===== src/rtl/udpdns_pkg.sv =====
// shared types, constants and register map of the udp dns extractor
`default_nettype none
package udpdns_pkg;

	// payload window per packet, power of two
	localparam int unsigned PAYLOAD_SIZE = 512;
	localparam logic [16:0] PAYLOAD_MASK = 17'(PAYLOAD_SIZE - 1);

	// protocol constants
	localparam logic [7:0] IP_VERSION_4   = 8'd4;
	localparam logic [5:0] IP_HDR_MIN     = 6'd20;
	localparam logic [7:0] IP_PROTO_UDP   = 8'd17;
	localparam logic [6:0] UDP_HDR_LEN    = 7'd8;
	localparam logic [6:0] DNS_HDR_LEN    = 7'd12;
	localparam logic [15:0] OFF_FRAG_HI   = 16'd6;
	localparam logic [15:0] OFF_FRAG_LO   = 16'd7;
	localparam logic [15:0] OFF_PROTO     = 16'd9;
	localparam logic [15:0] OFF_SRC_ADDR  = 16'd12;
	localparam logic [15:0] OFF_DST_ADDR  = 16'd16;
	localparam logic [15:0] OFF_ADDR_END  = 16'd20;
	localparam logic [15:0] OFF_MAX       = 16'hFFFF;

	// result kinds
	localparam logic [1:0] KIND_PAYLOAD = 2'd0;
	localparam logic [1:0] KIND_EVENT   = 2'd1;
	localparam logic [1:0] KIND_DISCARD = 2'd2;

	// register map
	localparam int unsigned PADDR_W = 3;
	localparam logic [PADDR_W-1:0] ADDR_MATCH_PORT = 3'd0;
	localparam logic [15:0] MATCH_PORT_RESET = 16'd53;

	// result queue
	localparam int unsigned QUEUE_DEPTH = 4;
	localparam int unsigned QPTR_W = $clog2(QUEUE_DEPTH);
	localparam int unsigned QCNT_W = $clog2(QUEUE_DEPTH + 1);

	typedef struct packed {
		logic [7:0]  pkt_byte;
		logic        first_byte;
		logic        last_byte;
		logic [63:0] time_now;
	} in_item_t;

	typedef struct packed {
		logic [1:0]  kind;
		logic [7:0]  payload_byte;
		logic [31:0] src_addr;
		logic [31:0] dst_addr;
		logic [15:0] src_port;
		logic [15:0] dst_port;
		logic [15:0] dns_ident;
		logic [15:0] dns_flags;
		logic [15:0] question_count;
		logic [15:0] answer_count;
		logic [8:0]  msg_len;
		logic [63:0] timestamp;
	} out_item_t;

	// up to two results from one byte, payload first
	typedef struct packed {
		logic      pay_vld;
		logic      vrd_vld;
		out_item_t pay;
		out_item_t vrd;
	} push_t;

endpackage
`default_nettype wire


===== src/rtl/udpdns_cfg.sv =====
// apb register block holding the dns port number
`default_nettype none
module udpdns_cfg (
	input  wire logic                           clk,
	input  wire logic                           arst_n,
	input  wire logic                           psel,
	input  wire logic                           penable,
	input  wire logic                           pwrite,
	input  wire logic [udpdns_pkg::PADDR_W-1:0] paddr,
	input  wire logic [31:0]                    pwdata,
	output logic [31:0]                         prdata,
	output logic                                pready,
	output logic [15:0]                         match_port
);

	logic [15:0] match_port_q;
	logic        wr_en;

	assign pready = 1'b1;
	assign wr_en  = psel & penable & pwrite & (paddr == udpdns_pkg::ADDR_MATCH_PORT);

	// register write
	always_ff @(posedge clk or negedge arst_n) begin
		if (!arst_n) begin
			match_port_q <= udpdns_pkg::MATCH_PORT_RESET;
		end else if (wr_en) begin
			match_port_q <= pwdata[15:0];
		end
	end

	// read decode
	always_comb begin
		unique case (paddr)
			udpdns_pkg::ADDR_MATCH_PORT: prdata = {16'd0, match_port_q};
			default:                     prdata = 32'd0;
		endcase
	end

	assign match_port = match_port_q;

endmodule
`default_nettype wire


===== src/rtl/udpdns_parse.sv =====
// input register, per-packet header state and result generation
`default_nettype none
module udpdns_parse (
	input  wire logic                 clk,
	input  wire logic                 arst_n,
	input  wire logic                 in_valid,
	output logic                      in_ready,
	input  wire udpdns_pkg::in_item_t in_data,
	input  wire logic [15:0]          match_port,
	input  wire logic                 room,
	output udpdns_pkg::push_t         push
);

	// input stage
	logic                 valid_s1;
	udpdns_pkg::in_item_t item_s1;
	logic                 advance;

	// packet state
	logic [15:0] byte_offset_q;
	logic [5:0]  ihl_q;
	logic        chk_q;
	logic [7:0]  partial_q;
	logic [31:0] src_addr_q;
	logic [31:0] dst_addr_q;
	logic [15:0] src_port_q;
	logic [15:0] dst_port_q;
	logic [15:0] hw_q [4];

	// next state
	logic [15:0] off;
	logic        start;
	logic [7:0]  b;
	logic [15:0] byte_offset_d;
	logic [5:0]  ihl_d;
	logic        chk_d;
	logic [31:0] src_addr_d;
	logic [31:0] dst_addr_d;
	logic [15:0] src_port_d;
	logic [15:0] dst_port_d;
	logic [15:0] hw_d [4];
	logic [7:0]  partial_base;
	logic [15:0] word;
	logic [15:0] ihl16;
	logic [15:0] dns_off;
	logic [15:0] rel_off;
	logic [16:0] pkt_len;
	logic [16:0] body_len;
	logic [16:0] plen_full;
	logic        hdr_ok;
	logic        pay_hit;
	logic        vrd_hit;
	logic        vrd_ok;

	assign advance  = valid_s1 & room;
	assign in_ready = ~valid_s1 | advance;

	// input register
	always_ff @(posedge clk or negedge arst_n) begin
		if (!arst_n) begin
			valid_s1 <= 1'b0;
		end else if (in_valid && in_ready) begin
			valid_s1 <= 1'b1;
		end else if (advance) begin
			valid_s1 <= 1'b0;
		end
	end

	always_ff @(posedge clk) begin
		if (in_valid && in_ready) begin
			item_s1 <= in_data;
		end
	end

	// byte decode and field capture
	always_comb begin
		b     = item_s1.pkt_byte;
		off   = item_s1.first_byte ? 16'd0 : byte_offset_q;
		start = (off == 16'd0);

		ihl_d        = start ? {b[3:0], 2'b00} : ihl_q;
		chk_d        = start ? ((b[7:4] == udpdns_pkg::IP_VERSION_4[3:0]) &&
		                        ({b[3:0], 2'b00} >= udpdns_pkg::IP_HDR_MIN)) : chk_q;
		src_addr_d   = start ? 32'd0 : src_addr_q;
		dst_addr_d   = start ? 32'd0 : dst_addr_q;
		src_port_d   = start ? 16'd0 : src_port_q;
		dst_port_d   = start ? 16'd0 : dst_port_q;
		partial_base = start ? 8'd0 : partial_q;
		for (int i = 0; i < 4; i++) begin
			hw_d[i] = start ? 16'd0 : hw_q[i];
		end

		ihl16   = {10'd0, ihl_d};
		dns_off = ihl16 + {9'd0, udpdns_pkg::UDP_HDR_LEN};
		rel_off = off - dns_off;
		word    = {partial_base, b};

		// fragment and protocol checks
		if (off == udpdns_pkg::OFF_FRAG_HI && b[5:0] != 6'd0) begin
			chk_d = 1'b0;
		end
		if (off == udpdns_pkg::OFF_FRAG_LO && b != 8'd0) begin
			chk_d = 1'b0;
		end
		if (off == udpdns_pkg::OFF_PROTO && b != udpdns_pkg::IP_PROTO_UDP) begin
			chk_d = 1'b0;
		end

		// address octets
		if (off >= udpdns_pkg::OFF_SRC_ADDR && off < udpdns_pkg::OFF_DST_ADDR) begin
			src_addr_d = {src_addr_d[23:0], b};
		end
		if (off >= udpdns_pkg::OFF_DST_ADDR && off < udpdns_pkg::OFF_ADDR_END) begin
			dst_addr_d = {dst_addr_d[23:0], b};
		end

		// 16-bit words complete on odd offsets
		if (off >= udpdns_pkg::OFF_ADDR_END && off[0]) begin
			if (off == ihl16 + 16'd1) begin
				src_port_d = word;
			end else if (off == ihl16 + 16'd3) begin
				dst_port_d = word;
				if (src_port_d != match_port && word != match_port) begin
					chk_d = 1'b0;
				end
			end else if (off >= dns_off + 16'd1 && off <= dns_off + 16'd7) begin
				hw_d[rel_off[2:1]] = word;
			end
		end

		hdr_ok = chk_d && (ihl_d >= udpdns_pkg::IP_HDR_MIN);

		// tentative payload byte
		pay_hit = hdr_ok && (off >= dns_off) &&
		          ({1'b0, rel_off} < 17'(udpdns_pkg::PAYLOAD_SIZE));

		// verdict at the last byte
		pkt_len   = {1'b0, off} + 17'd1;
		body_len  = pkt_len - {1'b0, dns_off};
		plen_full = body_len & udpdns_pkg::PAYLOAD_MASK;
		vrd_hit   = item_s1.last_byte && hdr_ok && (off >= ihl16 + 16'd3);
		vrd_ok    = (pkt_len >= {1'b0, dns_off} + {10'd0, udpdns_pkg::DNS_HDR_LEN}) &&
		            (plen_full != 17'd0);

		// offset of the next byte
		if (item_s1.last_byte) begin
			byte_offset_d = 16'd0;
		end else if (off < udpdns_pkg::OFF_MAX) begin
			byte_offset_d = off + 16'd1;
		end else begin
			byte_offset_d = udpdns_pkg::OFF_MAX;
		end

		// result beats
		push              = '0;
		push.pay_vld      = advance & pay_hit;
		push.vrd_vld      = advance & vrd_hit;
		push.pay.kind     = udpdns_pkg::KIND_PAYLOAD;
		push.pay.payload_byte = b;
		if (vrd_ok) begin
			push.vrd.kind           = udpdns_pkg::KIND_EVENT;
			push.vrd.src_addr       = src_addr_d;
			push.vrd.dst_addr       = dst_addr_d;
			push.vrd.src_port       = src_port_d;
			push.vrd.dst_port       = dst_port_d;
			push.vrd.dns_ident      = hw_d[0];
			push.vrd.dns_flags      = hw_d[1];
			push.vrd.question_count = hw_d[2];
			push.vrd.answer_count   = hw_d[3];
			push.vrd.msg_len        = plen_full[8:0];
			push.vrd.timestamp      = item_s1.time_now;
		end else begin
			push.vrd.kind = udpdns_pkg::KIND_DISCARD;
		end
	end

	// packet state update
	always_ff @(posedge clk or negedge arst_n) begin
		if (!arst_n) begin
			byte_offset_q <= 16'd0;
			ihl_q         <= 6'd0;
			chk_q         <= 1'b0;
			partial_q     <= 8'd0;
			src_addr_q    <= 32'd0;
			dst_addr_q    <= 32'd0;
			src_port_q    <= 16'd0;
			dst_port_q    <= 16'd0;
			for (int i = 0; i < 4; i++) begin
				hw_q[i] <= 16'd0;
			end
		end else if (advance) begin
			byte_offset_q <= byte_offset_d;
			ihl_q         <= ihl_d;
			chk_q         <= chk_d;
			partial_q     <= b;
			src_addr_q    <= src_addr_d;
			dst_addr_q    <= dst_addr_d;
			src_port_q    <= src_port_d;
			dst_port_q    <= dst_port_d;
			for (int i = 0; i < 4; i++) begin
				hw_q[i] <= hw_d[i];
			end
		end
	end

endmodule
`default_nettype wire


===== src/rtl/udpdns_outq.sv =====
// small result queue taking up to two beats per cycle
`default_nettype none
module udpdns_outq (
	input  wire logic                  clk,
	input  wire logic                  arst_n,
	input  wire udpdns_pkg::push_t     push,
	output logic                       room,
	output logic                       out_valid,
	input  wire logic                  out_ready,
	output udpdns_pkg::out_item_t      out_data
);

	udpdns_pkg::out_item_t            entry_q [udpdns_pkg::QUEUE_DEPTH];
	logic [udpdns_pkg::QPTR_W-1:0]    wr_q;
	logic [udpdns_pkg::QPTR_W-1:0]    rd_q;
	logic [udpdns_pkg::QCNT_W-1:0]    cnt_q;
	logic [udpdns_pkg::QPTR_W-1:0]    wr_vrd;
	logic                             pop;
	logic [udpdns_pkg::QCNT_W-1:0]    n_push;

	assign out_valid = (cnt_q != '0);
	assign out_data  = entry_q[rd_q];
	assign pop       = out_valid & out_ready;
	assign room      = (cnt_q <= udpdns_pkg::QCNT_W'(udpdns_pkg::QUEUE_DEPTH - 2));
	assign wr_vrd    = wr_q + udpdns_pkg::QPTR_W'(push.pay_vld);
	assign n_push    = udpdns_pkg::QCNT_W'(push.pay_vld) + udpdns_pkg::QCNT_W'(push.vrd_vld);

	// entry writes, payload beat ahead of verdict
	always_ff @(posedge clk) begin
		if (push.pay_vld) begin
			entry_q[wr_q] <= push.pay;
		end
		if (push.vrd_vld) begin
			entry_q[wr_vrd] <= push.vrd;
		end
	end

	// pointers and fill count
	always_ff @(posedge clk or negedge arst_n) begin
		if (!arst_n) begin
			wr_q  <= '0;
			rd_q  <= '0;
			cnt_q <= '0;
		end else begin
			wr_q  <= wr_q + udpdns_pkg::QPTR_W'(n_push);
			rd_q  <= rd_q + udpdns_pkg::QPTR_W'(pop);
			cnt_q <= cnt_q + n_push - udpdns_pkg::QCNT_W'(pop);
		end
	end

endmodule
`default_nettype wire


===== src/rtl/udp_dns_packet_extractor.sv =====
// top level of the ipv4 udp dns header extractor
//
//   channel   dir   handshake                     beat
//   in        in    in_valid / in_ready           one packet byte with marks and time
//   out       out   out_valid / out_ready         one result: payload byte, event or discard
//   apb       in    psel, penable, pwrite, pready match port register at address 0
//
// a byte is taken into the input register and processed from it; one byte per
// cycle while the result queue has room for two beats
// a byte that yields both a payload beat and a verdict puts two beats in the queue,
// while the output side drains one beat per cycle when out_ready is high
// out_valid is high while the four-entry result queue holds a beat; in_ready drops while
// a byte waits in the input register and the queue holds three or more beats
// reset clears the packet state and the queue and sets the match port to 53
`default_nettype none
module udp_dns_packet_extractor (
	input  wire logic                           clk,
	input  wire logic                           arst_n,
	input  wire logic                           in_valid,
	output logic                                in_ready,
	input  wire udpdns_pkg::in_item_t           in_data,
	output logic                                out_valid,
	input  wire logic                           out_ready,
	output udpdns_pkg::out_item_t               out_data,
	input  wire logic                           psel,
	input  wire logic                           penable,
	input  wire logic                           pwrite,
	input  wire logic [udpdns_pkg::PADDR_W-1:0] paddr,
	input  wire logic [31:0]                    pwdata,
	output logic [31:0]                         prdata,
	output logic                                pready
);

	logic [15:0]       match_port;
	logic              room;
	udpdns_pkg::push_t push;

	// configuration register
	udpdns_cfg u_cfg (
		.clk        (clk),
		.arst_n     (arst_n),
		.psel       (psel),
		.penable    (penable),
		.pwrite     (pwrite),
		.paddr      (paddr),
		.pwdata     (pwdata),
		.prdata     (prdata),
		.pready     (pready),
		.match_port (match_port)
	);

	// byte parser
	udpdns_parse u_parse (
		.clk        (clk),
		.arst_n     (arst_n),
		.in_valid   (in_valid),
		.in_ready   (in_ready),
		.in_data    (in_data),
		.match_port (match_port),
		.room       (room),
		.push       (push)
	);

	// result queue
	udpdns_outq u_outq (
		.clk       (clk),
		.arst_n    (arst_n),
		.push      (push),
		.room      (room),
		.out_valid (out_valid),
		.out_ready (out_ready),
		.out_data  (out_data)
	);

endmodule
`default_nettype wire

===== config.mk =====
export PLATFORM = sky130hd
export DESIGN_NAME = udp_dns_packet_extractor
export DESIGN_NICKNAME = d
export VERILOG_FILES = /design/src/rtl/udpdns_pkg.sv /design/src/rtl/udpdns_cfg.sv /design/src/rtl/udpdns_parse.sv /design/src/rtl/udpdns_outq.sv /design/src/rtl/udp_dns_packet_extractor.sv
export SDC_FILE = /design/constraint.sdc
export NUM_CORES = 2
export LEC_CHECK = 0
export ABC_AREA = 1
export BUFFER_PORTS_ARGS = -buffer_cell sky130_fd_sc_hd__buf_2
export CAP_MARGIN = 20
export CORE_UTILIZATION = 40
export CTS_BUF_LIST = sky130_fd_sc_hd__clkbuf_16
export CTS_CLUSTER_DIAMETER = 120
export DETAILED_ROUTE_END_ITERATION = 10
export GPL_TIMING_DRIVEN = 0
export SYNTH_ARGS = -nofsm -noshare
export SYNTH_HDL_FRONTEND = slang
export SYNTH_HIERARCHICAL = 1
export SYNTH_SLANG_ARGS = --single-unit

===== constraint.sdc =====
create_clock -name clk -period 62.9 [get_ports clk]
set_input_delay 12.58 -clock clk [delete_from_list [all_inputs] [get_ports clk]]
set_output_delay 12.58 -clock clk [all_outputs]
set_load 0.1 [all_outputs]

# --- After elaboration in Yosys (flattened, before gate mapping) ---
# Memories as Yosys holds them, arrays and structs flattened.
# Cells that the tools add are included.
word_totals:
  reg_bits: 289
  n_memories: 1
  wordCells: 142
  ram_bits: 972
op_classes:
  mux: 44
  eq_ne: 9
  reduce_logical: 24
  n_addsub: 16
  n_bitwise: 10
  magnitude_cmp: 17
mem_list:
  columns: ["name", "words", "width", "rd", "rd_ports_with_merged_regs", "wr", "line_no", "text"]
  rows:
  - ["u_outq.entry_q", 4, 243, 1, 0, 2, "udpdns_outq.sv:13", "udpdns_pkg::out_item_t entry_q [udpdns_pkg::QUEUE_DEPTH];"]
ops:
  columns: ["operator", "count"]
  rows:
  - ["16-bit two-way mux", 16]
  - ["64-bit two-way mux", 4]
  - ["233-bit two-way mux", 1]
  - ["32-bit two-way mux", 4]
  - ["64-bit bitwise mux", 1]
  - ["16-bit >= comparator", 3]
  - ["16-bit by 1-bit adder with 16-bit output, second input constant", 2]
  - ["16-bit demux with 2-bit select", 1]
  - ["16-bit == test", 2]
  - ["16-bit by 3-bit == test with 1-bit output, second input constant", 2]
  - ["16-bit by 5-bit >= comparator with 1-bit output, second input constant", 2]
  - ["16-bit by 5-bit less-than comparator with 1-bit output, second input constant", 2]
  - ["16-bit != test", 2]
  - ["16-bit by 1-bit adder with 17-bit output, second input constant", 1]
  - ["16-bit by 4-bit adder with 17-bit output, second input constant", 1]
  - ["17-bit >= comparator", 1]
  - ["1-bit logical AND", 17]
  - ["17-bit nonzero test", 1]
  - ["16-bit by 3-bit adder with 16-bit output, second input constant", 1]
  - ["16-bit by 4-bit == test with 1-bit output, second input constant", 1]
  - ["16-bit by 4-bit >= comparator with 1-bit output, second input constant", 1]
  - ["16-bit <= comparator", 1]
  - ["16-bit zero test", 1]
  - ["16-bit by 10-bit less-than comparator with 1-bit output, second input constant", 1]
  - ["other kinds (30)", 51]

# --- Logic depth before layout (Yosys ltp) ---
logic_depth:
  depth_word: 17
  mapped_depth: 39
  mapped_depth_nobuf: 37

# --- Hierarchy ---
# The synthesis kept the hierarchy.
modules_own_cells:
  columns: ["mod", "area_each_um2", "instances", "seq_area_each_um2", "cells_per_inst"]
  rows:
  - ["udpdns_outq", 49622.6, 1, 29363.2, 5843]
  - ["udpdns_parse", 19159.6, 1, 7026.7, 2725]
  - ["udpdns_cfg", 1054.8, 1, 405.4, 129]

# --- Worst setup path before layout ---
# No wires, ideal clock.
synth_path:
  path_kind: "input to output"
  startpoint: "in paddr[1] (netlist bit)"
  endpoint: "out prdata[10]"
  path_buffers: 1
  t_arrival_ps: 14190
  setup_slack_ps: 36130
  stages: 4
  path_cell_list: "nor2_2 -> nand2_2 -> buf_2 -> nor2_1"
synth_via:
  elab_chain_len: 2
synth_lines:
  columns: ["element", "line_no", "text"]
  rows:
  - ["start: declaration", "udp_dns_packet_extractor.sv:28", "input wire logic [udpdns_pkg::PADDR_W-1:0] paddr,"]
  - ["3-bit zero test", "udpdns_cfg.sv:33", "unique case (paddr)"]
  - ["16-bit two-way mux", "udpdns_cfg.sv:33", null]
  - ["end: declaration", "udp_dns_packet_extractor.sv:30", "output logic [31:0] prdata,"]
# No other way between the ends.

# --- Worst setup path in the final report ---
layout_path:
  startpoint: "in paddr[1] (netlist bit)"
  endpoint: "out prdata[14]"
# Same word-level chain as after synthesis.

==> results by group <==
Die
  – Starting density of the core: 0.4049
  – I/O pin total: 394
  – Die height: 419.8 µm
  – # rows: 152
  – Die area: 0.1763 mm²
  – Core area: 0.1725 mm²
  – Die X: 419.8 µm

Setup path
  – Critical path arrival: 13.64 ns
  – Reg-to-reg critical path startpoint: u_parse/item_s1[65]
  – Kind of cell adding the most delay to the critical path: buffers and inverters
  – Bufs and invs on worst path: 3
  – Crit-path cells: buf_2 -> nor2_2 -> nand2_2 -> buf_2 -> nor2_1 -> buf_2
  – Critical Path Max Stage Delay: 0.44 ns
  – CP required: 50.32 ns
  – Critical path's slowest cell: buf_2
  – Crit path max fanout: 10
  – Crit. End Element: output pin
  – Crit path kind: input port to output pin
  – Worst r2r path cells: 42
  – FF-to-FF setup slack: 53.25 ns
  – Worst r2r dst: u_outq/entry_q[2][138]
  – Startpoint type of the worst setup path: input port
  – Top cell by count, worst path: buf_2

Yosys
  – Mapped Area: 0.06984 mm²
  – YS warnings: 6
  – Synth async-reset ratio: 0.1705
  – Synth area leaders: edfxtp_1 45%, nand2_1 17%, dfrtp_1 7.6%, nor2_1 6.3%, o21ai_0 5.4%
  – Sequential element share of the synthesized area: 0.5269
  – Mapped Avg Cell Area: 8.030 µm²
  – Synth top area share: 0.4498
  – Post-synth EDFFs: 1046
  – Synth area leader: edfxtp_1
  – Mapped Cells: 8697
  – Number of synthesized register bits: 1261
  – Predominant post-synthesis flop cell: edfxtp_1
  – Unique masters post-synth: 52

Worst hold path
  – Hold Path Stages: 2
  – HP Start: u_parse/ihl_q[1]
  – Type of the worst min-delay path: flip-flop to flip-flop
  – Min-Delay Endpoint: u_parse/ihl_q[1]

CTS
  – CTS Hold Bufs: 0
  – Setup Fix Bufs, Post-CTS: 0
  – Clock buffer depth: 3
  – CTS root buf: clkbuf_16
  – Max H-tree Level: 4
  – TritonCTS Buffers: 152
  – CTS tree: yes
  – Skew-Pair Late Insertion Delay: 0.82 ns
  – Post-CTS Resized: 0
  – Worst-path clk slew: 0.05 ns
  – Clock sinks: 1261

Timing
  – Final Hold Fails: 0
  – Final max-slew violation count: 0
  – Slew @ Worst Pin: 1.227 ns
  – Setup TNS: 0 ns
  – Final period util: 0.4168
  – Worst Skew: 0.03333 ns
  – Final setup fails: 0
  – Max Clock Freq: 0.03814 GHz
  – Unrepaired setup endpoints after global routing: false
  – Hold slack: 0.4660 ns
  – Worst slew margin: 0.1731
  – Tmin final: 26.22 ns

Power and ir drop
  – Leak pwr: 36.29 nW
  – PD cells: 44.13 mW/mm²
  – VDD IR-drop max: 0.06145 mV

Placement
  – Dpl hpwl: 178.9 mm
  – Gpl congestion: 0.9562
  – Placed cell areas: 0.07687 mm²
  – IO buf count: 360

Drt
  – Drt first pass iters: 6
  – Via count: 62470
  – DR iter-0 viols: 7092
  – Final WL: 249.6 mm
  – Routed Antenna Nets: 0
  – WL per Instance: 20.86 µm
  – Routed vias/inst: 5.221
  – Drc violations: 0

Layout
  – Layout cells sized above 1: 0.1327
  – Area Growth Syn to Fin: 16.95%
  – Post-Layout Inst Area: 0.08167 mm²
  – # nets final: 9711
  – Filler cells: 16670

Global route
  – First-pass GRT wire length: 366.0 mm
  – Global route overflow: 0
  – Vias in the first global route: 58650
  – Initial antenna violation count: 10
  – Largest net degree at the start of global routing: 110
  – Total track usage: 0.2777

Outcome
  – Run status: complete, no violations

Run
  – Max Cap Viol: 0
[sequential cells by signal, indices dropped and copies added (netlist names), 3 cells and up]
name / count
u_parse/b: 8
u_parse/item_s1: 66
u_parse/partial_q: 8
u_cfg/match_port: 16
u_outq/entry_q: 972
u_parse/byte_offset_q: 16
u_parse/dst_port_q: 16
u_parse/dst_addr_q: 32
u_parse/src_addr_q: 32
u_outq/cnt_q: 3
u_parse/hw_q: 64
u_parse/src_port_q: 16
u_parse/ihl_q: 6
[area by class of cell]
type / instances / area [µm²] / area share
timing repair buffer: 422 / 3115 / 0.03815
multi-input combinational: 6562 / 28280 / 0.3463
sequential: 1261 / 36800 / 0.4505
clock inverter: 117 / 867.1 / 0.01062
buffer: 847 / 4707 / 0.05763
clock buffer: 157 / 3929 / 0.04810
tap: 2310 / 2890 / 0.03539
inverter: 284 / 1072 / 0.01313
antenna: 5 / 12.51 / 0.0001532
[worst max path at each step]
| stage | start | to | depth (start not counted) |
|---|---|---|---|
| 5_1_grt | paddr[1] | prdata[10] | 6 |
| 2_1_floorplan | paddr[1] | prdata[10] | 4 |
| 3_5_place_dp | paddr[1] | prdata[10] | 6 |
| 4_1_cts | paddr[1] | prdata[10] | 6 |
| 3_3_place_gp | u_parse/item_s1[65] | u_outq/entry_q[3][123] | 29 |
| 6_report | paddr[1] | prdata[14] | 6 |
[where the power goes]
group | switching, mW | internal, mW | total [mW]
clock network | 0.359 | 0.496 | 0.855
logic | 1.51 | 0.287 | 1.80
registers | 0.0169 | 0.930 | 0.947
total | 1.89 | 1.71 | 3.60
[logic make-up after synthesis]
kind of cell | after synthesis | share of synthesized area
buffers and inverters | 1131 | 0.08274
AND/OR/NAND/NOR | 5176 | 0.2955
other | 3 | 0.0001612
AO/OA/AOI/OAI | 1014 | 0.07688
adder cells (fa/ha/maj) | 65 | 0.01197
XOR/XNOR | 47 | 0.005894
flip-flops | 1261 | 0.5269
[worst reg2reg max path: cells and delay by family, from the launching register on]
family                   cells  cell delay (ns)
buffers and inverters       20             4.79
adder cells (fa/ha/maj)      4             1.10
AO/OA/AOI/OAI                3             0.60
flip-flops                   1             0.38
AND/OR/NAND/NOR             15             2.50
[cell usage after synthesis, types with 2 or more instances]
| library cell | number |
|---|---|
| a211oi_1 | 2 |
| a21o_1 | 4 |
| a21oi_1 | 51 |
| a22o_1 | 2 |
| a31oi_1 | 46 |
| buf_1 | 40 |
| buf_2 | 254 |
| buf_4 | 296 |
| buf_6 | 13 |
| clkbuf_1 | 244 |
| conb_1 | 3 |
| dfrtp_1 | 211 |
| dfstp_2 | 4 |
| edfxtp_1 | 1046 |
| fa_1 | 3 |
| ha_1 | 62 |
| inv_1 | 266 |
| inv_2 | 15 |
| inv_4 | 2 |
| nand2_1 | 3240 |
| nand2_2 | 13 |
| nand2_4 | 3 |
| nand3_1 | 624 |
| nand3_2 | 5 |
| nand3b_1 | 8 |
| nand4_1 | 70 |
| nor2_1 | 1179 |
| nor2_2 | 8 |
| nor2_4 | 4 |
| nor3_1 | 11 |
| nor3_2 | 4 |
| nor4_1 | 2 |
| o2111ai_1 | 2 |
| o211ai_2 | 16 |
| o21a_1 | 2 |
| o21ai_0 | 758 |
| o21ai_1 | 105 |
| o21ai_2 | 3 |
| o21bai_1 | 15 |
| o21bai_2 | 3 |
| o22ai_1 | 2 |
| xnor2_1 | 16 |
| xor2_1 | 31 |
[cells in the final DEF, fill, tap and decap left out, types with 5 or more instances in the layout]
cell        count
nand2_1      3240
nor2_1       1179
edfxtp_1     1046
o21ai_0       755
nand3_1       624
buf_2         613
buf_4         298
inv_1         297
conb_1        260
clkbuf_1      243
dfrtp_1       211
clkbuf_16     157
o21ai_1       104
nand4_1        70
ha_1           62
a21oi_1        50
a31oi_1        46
clkinv_1       40
buf_1          40
buf_12         40
xor2_1         31
clkinv_2       16
xnor2_1        16
o211ai_2       16
buf_16         15
inv_2          15
o21bai_1       15
nand2_2        13
buf_6          13
bufinv_16      11
nor3_1         11
nor2_2          8
nand3b_1        8
inv_6           7
clkinvlp_4      7
buf_8           6
diode_2         5
nand3_2         5
[metrics by stage]
| stage | instances | utilization | power, mW | worst slack, ns |
|---|---|---|---|---|
| 3_5_place_dp | 11690 | 0.4456 | 2.757 | 36.68 |
| 6_report | 11970 | 0.4735 | 3.604 | 36.68 |
| 4_1_cts | 11960 | 0.4734 | 3.613 | 36.68 |
| 5_1_grt | 11960 | 0.4734 | 3.734 | 36.63 |
| 2_1_floorplan | 8954 | - | 2.271 | 36.13 |
| 3_3_place_gp | 11620 | 0.4377 | 2.740 | 23.54 |
[per-layer routing]
layer | up-vias | global-route usage | share of wire
li1 | 29660 | - | -
met1 | 29470 | 0.3678 | 0.41
met2 | 2829 | 0.4467 | 0.46
met3 | 506 | 0.03846 | 0.081
met4 | 0 | 0.1339 | 0.050
met5 | - | 0 | 0
Note: power is estimated with default switching activity, not from simulation.
